--- src/hw/rtl/fdm_pkg.sv ---
// ----------------------------------------------------------------------------
// fdm_pkg
// Shared types and constants for the follow drive mixer.
// ----------------------------------------------------------------------------
package fdm_pkg;

  // request kinds on the input channel
  typedef enum logic [1:0] {
    KIND_TICK     = 2'd0,
    KIND_SPEED_UP = 2'd1,
    KIND_SPEED_DN = 2'd2,
    KIND_TAG      = 2'd3
  } kind_t;

  // register index (byte address bits [3:2])
  typedef enum logic [1:0] {
    REG_FOLLOW_DIST = 2'd0,
    REG_STEER_GAIN  = 2'd1,
    REG_START_SPEED = 2'd2,
    REG_TIMEOUT     = 2'd3
  } reg_idx_t;

  localparam int unsigned SPEED_W = 13;
  localparam int unsigned PWM_W   = 24;
  localparam int unsigned AZ_W    = 16;
  localparam int unsigned DIST_W  = 32;
  localparam int unsigned GAIN_W  = 8;
  localparam int unsigned TICK_W  = 16;
  localparam int unsigned ADDR_W  = 4;

  localparam logic [SPEED_W-1:0] SPEED_MAX  = 13'd7200;
  localparam logic [SPEED_W-1:0] SPEED_MIN  = 13'd4500;
  localparam logic [SPEED_W-1:0] SPEED_STEP = 13'd1000;
  // thresholds beyond which a key step hits the clamp
  localparam logic [SPEED_W-1:0] SPEED_UP_LIM = SPEED_MAX - SPEED_STEP;
  localparam logic [SPEED_W-1:0] SPEED_DN_LIM = SPEED_MIN + SPEED_STEP;

  localparam logic [TICK_W-1:0]  TICK_MAX = '1;

  localparam logic [DIST_W-1:0]  FOLLOW_DIST_RST = 32'd100;
  localparam logic [GAIN_W-1:0]  STEER_GAIN_RST  = 8'd10;
  localparam logic [SPEED_W-1:0] START_SPEED_RST = 13'd4500;
  localparam logic [TICK_W-1:0]  TIMEOUT_RST     = 16'd200;

endpackage

--- src/hw/rtl/follow_drive_mixer.sv ---
// ----------------------------------------------------------------------------
// follow_drive_mixer
// Open-loop differential steering mixer for a tag-following cart.
// ----------------------------------------------------------------------------
// Flow: a request accepted at a clock edge updates the tracking state there;
//   its result is then registered and shown on the out_ ports.
// Throughput: one request per cycle while out_stall is low; the state update
//   and the mixer (16x8 multiply, subtract) each fit one register stage.
// Reset (rst_n low at a clock edge): registers take their default values,
//   base speed is 4500, distance, azimuth and tick count are zero, and
//   both pipeline stages are empty.
module follow_drive_mixer
  import fdm_pkg::*;
(
  input  logic                     clk,
  input  logic                     rst_n,

  // request channel
  input  logic                     in_valid,
  output logic                     in_stall,
  input  logic [1:0]               in_kind,
  input  logic [DIST_W-1:0]        in_tag_distance,
  input  logic signed [AZ_W-1:0]   in_tag_azimuth,

  // result channel
  output logic                     out_valid,
  input  logic                     out_stall,
  output logic signed [PWM_W-1:0]  out_pwm_left,
  output logic signed [PWM_W-1:0]  out_pwm_right,
  output logic                     out_drive_enable,
  output logic [SPEED_W-1:0]       out_speed_now,

  // register port
  input  logic                     psel,
  input  logic                     penable,
  input  logic                     pwrite,
  input  logic [ADDR_W-1:0]        paddr,
  input  logic [31:0]              pwdata,
  output logic [31:0]              prdata,
  output logic                     pready
);

  // ---------------------------------------------------------------------------
  // Registers
  // ---------------------------------------------------------------------------
  logic [DIST_W-1:0]  follow_dist_r;
  logic [GAIN_W-1:0]  steer_gain_r;
  logic [SPEED_W-1:0] start_speed_r;
  logic [TICK_W-1:0]  timeout_r;

  // Tracking state. It doubles as the first pipeline stage: a request's
  // result depends only on the state after it, so stage 1 is just a valid
  // flag on top of these registers.
  logic [SPEED_W-1:0] base_speed_r, base_speed_nxt;
  logic [DIST_W-1:0]  dist_r,       dist_nxt;
  logic [AZ_W-1:0]    az_r,         az_nxt;
  logic [TICK_W-1:0]  ticks_r,      ticks_nxt;
  logic               s1_valid_r,   s1_valid_nxt;

  // result register
  logic               out_valid_r,  out_valid_nxt;
  logic [PWM_W-1:0]   pwm_left_r,   pwm_left_nxt;
  logic [PWM_W-1:0]   pwm_right_r,  pwm_right_nxt;
  logic               drive_en_r,   drive_en_nxt;
  logic [SPEED_W-1:0] speed_now_r;

  logic     cfg_wr;
  reg_idx_t cfg_idx;
  logic     in_acc;
  logic     out_load;
  kind_t    kind;
  logic [DIST_W-1:0]  dist_upd;
  logic [TICK_W-1:0]  ticks_upd;
  logic [AZ_W-1:0]    mag;
  logic [PWM_W-1:0]   cut;
  logic [PWM_W-1:0]   base_ext;

  // ---------------------------------------------------------------------------
  // Register port
  // ---------------------------------------------------------------------------
  assign pready  = 1'b1;
  assign cfg_idx = reg_idx_t'(paddr[3:2]);
  assign cfg_wr  = psel && penable && pwrite && pready;

  always_comb begin
    unique case (cfg_idx)
      REG_FOLLOW_DIST: prdata = follow_dist_r;
      REG_STEER_GAIN:  prdata = {24'd0, steer_gain_r};
      REG_START_SPEED: prdata = {19'd0, start_speed_r};
      REG_TIMEOUT:     prdata = {16'd0, timeout_r};
      default:         prdata = '0;
    endcase
  end

  // ---------------------------------------------------------------------------
  // Handshake: stage 1 hands off when the result register is empty or being
  // drained; a new request is taken whenever stage 1 empties or is empty.
  // ---------------------------------------------------------------------------
  assign out_load = s1_valid_r && (!out_valid_r || !out_stall);
  assign in_stall = s1_valid_r && !out_load;
  assign in_acc   = in_valid && !in_stall;

  assign s1_valid_nxt  = in_acc ? 1'b1 : (out_load ? 1'b0 : s1_valid_r);
  assign out_valid_nxt = out_load ? 1'b1 : (out_valid_r && out_stall);

  // ---------------------------------------------------------------------------
  // State update for an accepted request
  // ---------------------------------------------------------------------------
  assign kind = kind_t'(in_kind);

  always_comb begin
    base_speed_nxt = base_speed_r;
    dist_upd       = dist_r;
    az_nxt         = az_r;
    ticks_upd      = ticks_r;
    unique case (kind)
      KIND_TICK: begin
        if (ticks_r != TICK_MAX) ticks_upd = ticks_r + 16'd1;
      end
      KIND_SPEED_UP: begin
        // a preset above the top speed also lands on the clamp
        base_speed_nxt = (base_speed_r > SPEED_UP_LIM) ? SPEED_MAX
                                                       : base_speed_r + SPEED_STEP;
      end
      KIND_SPEED_DN: begin
        base_speed_nxt = (base_speed_r < SPEED_DN_LIM) ? SPEED_MIN
                                                       : base_speed_r - SPEED_STEP;
      end
      KIND_TAG: begin
        dist_upd  = in_tag_distance;
        az_nxt    = in_tag_azimuth;
        ticks_upd = '0;
      end
      default: ;
    endcase
    ticks_nxt = ticks_upd;
    // stale tag: drop the distance, keep the bearing
    dist_nxt  = (ticks_upd > timeout_r) ? '0 : dist_upd;
  end

  // ---------------------------------------------------------------------------
  // Mixer: slow the side the tag lies toward by |azimuth| * gain
  // ---------------------------------------------------------------------------
  always_comb begin
    mag      = az_r[AZ_W-1] ? (~az_r + 16'd1) : az_r;   // 32768 fits unsigned
    cut      = {8'd0, mag} * {16'd0, steer_gain_r};
    base_ext = {11'd0, base_speed_r};
    if (az_r[AZ_W-1]) begin
      pwm_left_nxt  = base_ext - cut;
      pwm_right_nxt = base_ext;
    end else begin
      pwm_left_nxt  = base_ext;
      pwm_right_nxt = base_ext - cut;
    end
    drive_en_nxt = dist_r > follow_dist_r;
  end

  // ---------------------------------------------------------------------------
  // Clocked
  // ---------------------------------------------------------------------------
  always_ff @(posedge clk) begin
    if (!rst_n) begin
      follow_dist_r <= FOLLOW_DIST_RST;
      steer_gain_r  <= STEER_GAIN_RST;
      start_speed_r <= START_SPEED_RST;
      timeout_r     <= TIMEOUT_RST;
      base_speed_r  <= START_SPEED_RST;
      dist_r        <= '0;
      az_r          <= '0;
      ticks_r       <= '0;
      s1_valid_r    <= 1'b0;
      out_valid_r   <= 1'b0;
    end else begin
      s1_valid_r  <= s1_valid_nxt;
      out_valid_r <= out_valid_nxt;
      if (in_acc) begin
        base_speed_r <= base_speed_nxt;
        dist_r       <= dist_nxt;
        az_r         <= az_nxt;
        ticks_r      <= ticks_nxt;
      end
      // register writes must arrive only while idle; the block does not check
      if (cfg_wr) begin
        unique case (cfg_idx)
          REG_FOLLOW_DIST: follow_dist_r <= pwdata;
          REG_STEER_GAIN:  steer_gain_r  <= pwdata[GAIN_W-1:0];
          REG_START_SPEED: begin
            start_speed_r <= pwdata[SPEED_W-1:0];
            base_speed_r  <= pwdata[SPEED_W-1:0];
          end
          REG_TIMEOUT:     timeout_r     <= pwdata[TICK_W-1:0];
          default: ;
        endcase
      end
    end
  end

  // result payload, no reset
  always_ff @(posedge clk) begin
    if (out_load) begin
      pwm_left_r  <= pwm_left_nxt;
      pwm_right_r <= pwm_right_nxt;
      drive_en_r  <= drive_en_nxt;
      speed_now_r <= base_speed_r;
    end
  end

  assign out_valid        = out_valid_r;
  assign out_pwm_left     = pwm_left_r;
  assign out_pwm_right    = pwm_right_r;
  assign out_drive_enable = drive_en_r;
  assign out_speed_now    = speed_now_r;

  // ---------------------------------------------------------------------------
  // Assertions
  // ---------------------------------------------------------------------------
  a_stall_only_when_full: assert property (@(posedge clk) disable iff (!rst_n)
    in_stall |-> (s1_valid_r && out_valid_r && out_stall))
    else $error("request stalled with room in the pipeline");

  a_tag_clears_ticks: assert property (@(posedge clk) disable iff (!rst_n)
    (in_acc && in_kind == KIND_TAG) |=> (ticks_r == '0))
    else $error("tag report did not restart the timeout");

  a_speed_up_clamp: assert property (@(posedge clk) disable iff (!rst_n)
    (in_acc && in_kind == KIND_SPEED_UP && !cfg_wr) |=> (base_speed_r <= SPEED_MAX))
    else $error("speed-up went past the top speed");

endmodule

--- config.mk ---
export PLATFORM = sky130hd
export DESIGN_NAME = follow_drive_mixer
export DESIGN_NICKNAME = d
export VERILOG_FILES = /design/src/hw/rtl/fdm_pkg.sv /design/src/hw/rtl/follow_drive_mixer.sv
export SDC_FILE = /design/constraint.sdc
export NUM_CORES = 1
export LEC_CHECK = 0
export BUFFER_PORTS_ARGS = -buffer_cell sky130_fd_sc_hd__buf_2
export CORE_UTILIZATION = 30
export DETAILED_ROUTE_END_ITERATION = 16
export GPL_ROUTABILITY_DRIVEN = 0
export SKIP_LAST_GASP = 1
export SLEW_MARGIN = 30
export SYNTH_ARGS = -nofsm -noshare
export SYNTH_HDL_FRONTEND = slang
export SYNTH_SLANG_ARGS = --single-unit
--- constraint.sdc ---
create_clock -name clk -period 8 [get_ports clk]
set_input_delay 0.8 -clock clk [delete_from_list [all_inputs] [get_ports clk]]
set_output_delay 0.8 -clock clk [all_outputs]
set_load 0.05 [all_outputs]
==> results.sh <==
export IMPL_outcome="finished, violations left"
export IMPL_violations="DRC"
export IMPL_finalCritPeriodShare=0.8047
export IMPL_p_leak_nw=7.795
export IMPL_cts_root_buf="clkbuf_16"
export IMPL_min_delay_start="start_speed_r[2]$_SDFFE_PN1P_"
export IMPL_drc_errors=8
export IMPL_worst_slew_pin_slew_ns=0.9307
export IMPL_post_dp_hpwl_mm=33.63
export IMPL_max_cap_viol_count=0
export IMPL_boundaryPins=190
export IMPL_ir_drop_uv=162.2
export IMPL_ys_ff_latch=210
export IMPL_grt_max_degree=85
export IMPL_r2r_start="az_r[0]$_SDFFE_PN0P_"
export IMPL_grt_pass1_wl_mm=70.75
export IMPL_syn_area_um2=16130
export IMPL_grtUsageTotal=0.1642
export IMPL_via_per_inst=4.931
export IMPL_hold_ws_ns=0.4373
export IMPL_powerDensity_nw_per_um2=186.5
export IMPL_syn_area_per_cell_um2=8.737
export IMPL_hold_viol=0
export IMPL_portBuffers=186
export IMPL_drive_above_1_share=0.1698
export IMPL_fin_crit_ns=6.438
export IMPL_crit_path_end_kind="flip-flop"
export IMPL_finClkSkew_ns=0.01642
export IMPL_cp_common_cell="fa_1"
export IMPL_cp_required_ns=8.33
export IMPL_synth_edf_count=62
export IMPL_layout_common_cells="nand2_1, inv_1, buf_2"
export IMPL_die_w_um=233.9
export IMPL_min_path_type="flip-flop to flip-flop"
export IMPL_cts_buffer_depth=3
export IMPL_relSlewSlack=0.3751
export IMPL_fmax_mhz=155.3
export IMPL_rsz0062_at_grt="no"
export IMPL_antenna_found_initial=5
export IMPL_fp_coreArea_um2=52870
export IMPL_crit_chain="inv_1, ha_1, nand2b_1, xnor2_1, nand2_1, fa_1, fa_1, fa_1, inv_1, fa_1, inv_1, ha_1, a21oi_1, nand3_1, o211ai_1, a2111oi_2, nor4_2, mux2_2"
export IMPL_setup_viol=0
export IMPL_drt_wirelength_per_cell_um=16.74
export IMPL_clock_sinks=210
export IMPL_multi_input_area_um2=10080
export IMPL_ys_types=82
export IMPL_arrival_ns=6.77
export IMPL_n_fill_cell=5453
export IMPL_path_delay_family="adder cells"
export IMPL_area_delta_synth_final_pct=15.01
export IMPL_crit_slowest_cell="xnor2_1"
export IMPL_hold_buffers=0
export IMPL_postLayoutCellArea_um2=18550
export IMPL_crit_buf_inv=3
export IMPL_worstHoldPathCells=2
export IMPL_fin_setup_tns_ns=0
export IMPL_fin_cells=2685
export IMPL_cts_repair_resized=0
export IMPL_setup_ws_ns=1.562
export IMPL_num_antenna_cells=0
export IMPL_start_util=0.3051
export IMPL_seqCellArea_um2=4826
export IMPL_hold_path_end="start_speed_r[2]$_SDFFE_PN1P_"
export IMPL_rrSetupSlack_ns=1.56
export IMPL_place_ws_ns=1.563
export IMPL_wirelength_mm=44.96
export IMPL_synth_nets=2144
export IMPL_ys_seq_area_frac=0.2991
export IMPL_ant_nets=0
export IMPL_cp_max_fo=12
export IMPL_slowest_delay_ns=0.74
export IMPL_dp_cells=2635
export IMPL_syn_inst=1846
export IMPL_crit_reg2reg_capture="out_pwm_right[21]$_SDFFCE_PP0P_"
export IMPL_finalPower_mw=3.459
export IMPL_cts_tree="yes"
export IMPL_placed_area_um2=17650
export IMPL_clk_pin_slew_ns=0.06
export IMPL_slew_viol_final=0
export IMPL_grt_pass1_vias=13156
export IMPL_row_count=84
export IMPL_die_h_um=233.9
export IMPL_clk_latency_ns=0.58
export IMPL_overflow=0
export IMPL_drtIter0Drc=896
export IMPL_numCtsBuffers=27
export IMPL_via_count=13240
export IMPL_dieArea_um2=54690
export IMPL_utilization=0.3509
export IMPL_drt_pass1_iterations=14
export IMPL_final_common_cell="nand2_1"
export IMPL_htree_levels=1
export IMPL_rr_worst_depth=18
export IMPL_synth_main_ff_cell="dfxtp_1"
export IMPL_start_kind="flip-flop"
export IMPL_yosys_warnings=0
export IMPL_path_class="flip-flop to flip-flop"
export IMPL_synthArstFlopShare=0
export IMPL_postCtsSetupRepairBufs=0
export IMPL_num_nets_final=2274
power breakdown:
group	leakage (nW)	switching, mW	internal (mW)
logic	5.57	0.638	0.370
clock network	0.446	0.514	0.718
registers	1.78	0.0415	1.18
cell type report:
| type | instances | area share |
|---|---|---|
| tap | 688 | 0.04641 |
| multi-input combinational | 1309 | 0.5433 |
| sequential | 210 | 0.2602 |
| inverter | 230 | 0.04654 |
| timing repair buffer | 198 | 0.05518 |
| clock inverter | 18 | 0.009309 |
| clock buffer | 32 | 0.03912 |
registers in the layout, summed over array words and instances, names as in the netlist, 8 cells and up:
register and count:
out_speed_now 13, ticks_r 16, follow_dist_r 32, out_pwm_left 24
steer_gain_r 8, timeout_r 16, base_speed_r 13, dist_r 32
start_speed_r 13, az_r 16, out_pwm_right 24
metal layers:
layer | vias up | routed length, µm | global-route usage
li1 | 6488 | - | -
met1 | 6260 | 19450 | 0.2073
met2 | 376 | 20980 | 0.2755
met3 | 108 | 2584 | 0.02845
met4 | 8 | 1898 | 0.06879
met5 | - | 45 | 0
how the worst max path moves through the flow:
stage,from,to,slack [ns],cells after the start
after floorplan,out_stall,out_drive_enable$_DFFE_PP_,2.13,1
after global placement,az_r[0]$_SDFFE_PN0P_,out_pwm_right[21]$_SDFFCE_PP0P_,1.64,18
after detailed placement,az_r[0]$_SDFFE_PN0P_,out_pwm_right[21]$_SDFFCE_PP0P_,1.56,18
after CTS,az_r[0]$_SDFFE_PN0P_,out_pwm_right[21]$_SDFFCE_PP0P_,1.54,18
after global routing,az_r[0]$_SDFFE_PN0P_,out_pwm_right[16]$_SDFFCE_PP0P_,1.27,19
final,az_r[0]$_SDFFE_PN0P_,out_pwm_right[21]$_SDFFCE_PP0P_,1.56,18
Yosys cell counts (13+ instances only):
cell type  number  share of area
nand2_1       280          0.065
inv_1         229          0.053
dfxtp_1       148           0.18
ha_1          108          0.084
fa_1           97           0.12
and2_1         81          0.031
nor2_1         81          0.019
a21boi_0       75          0.035
clkbuf_1       68          0.016
nand3_1        66          0.020
edfxtp_1       62           0.12
o21ai_0        59          0.018
a21oi_1        56          0.017
mux2_2         52          0.036
nor3_1         42          0.013
xnor2_1        27          0.015
nor2b_1        24         0.0093
a21o_1         23          0.011
mux2i_1        16         0.0099
nand4_1        16         0.0062
buf_2          15         0.0047
o211ai_1       14         0.0065
o31ai_1        14         0.0065
o21a_1         13         0.0061
worst reg2reg max path: cells and delay by family (launching register included):
family          cells  cell delay (ns)
compound gates      3             0.76
xor+xnor            1             0.74
fa+ha+maj           6             2.76
buf+inv             3             0.20
flops               1             0.58
mux                 1             0.38
simple gates        4             0.74
cells by family (layout without fill, tap and decap cells):
kind of cell	count (synthesis)	count (layout)	share of synthesized area
mux	76	76	0.05741
simple gates	653	653	0.1947
buf+inv	327	478	0.07843
other cells	1	1	0.0002325
flops	210	210	0.2991
fa+ha+maj	205	205	0.2042
compound gates	334	334	0.1437
xor+xnor	40	40	0.02219
Power figures use the tool's default switching activity.
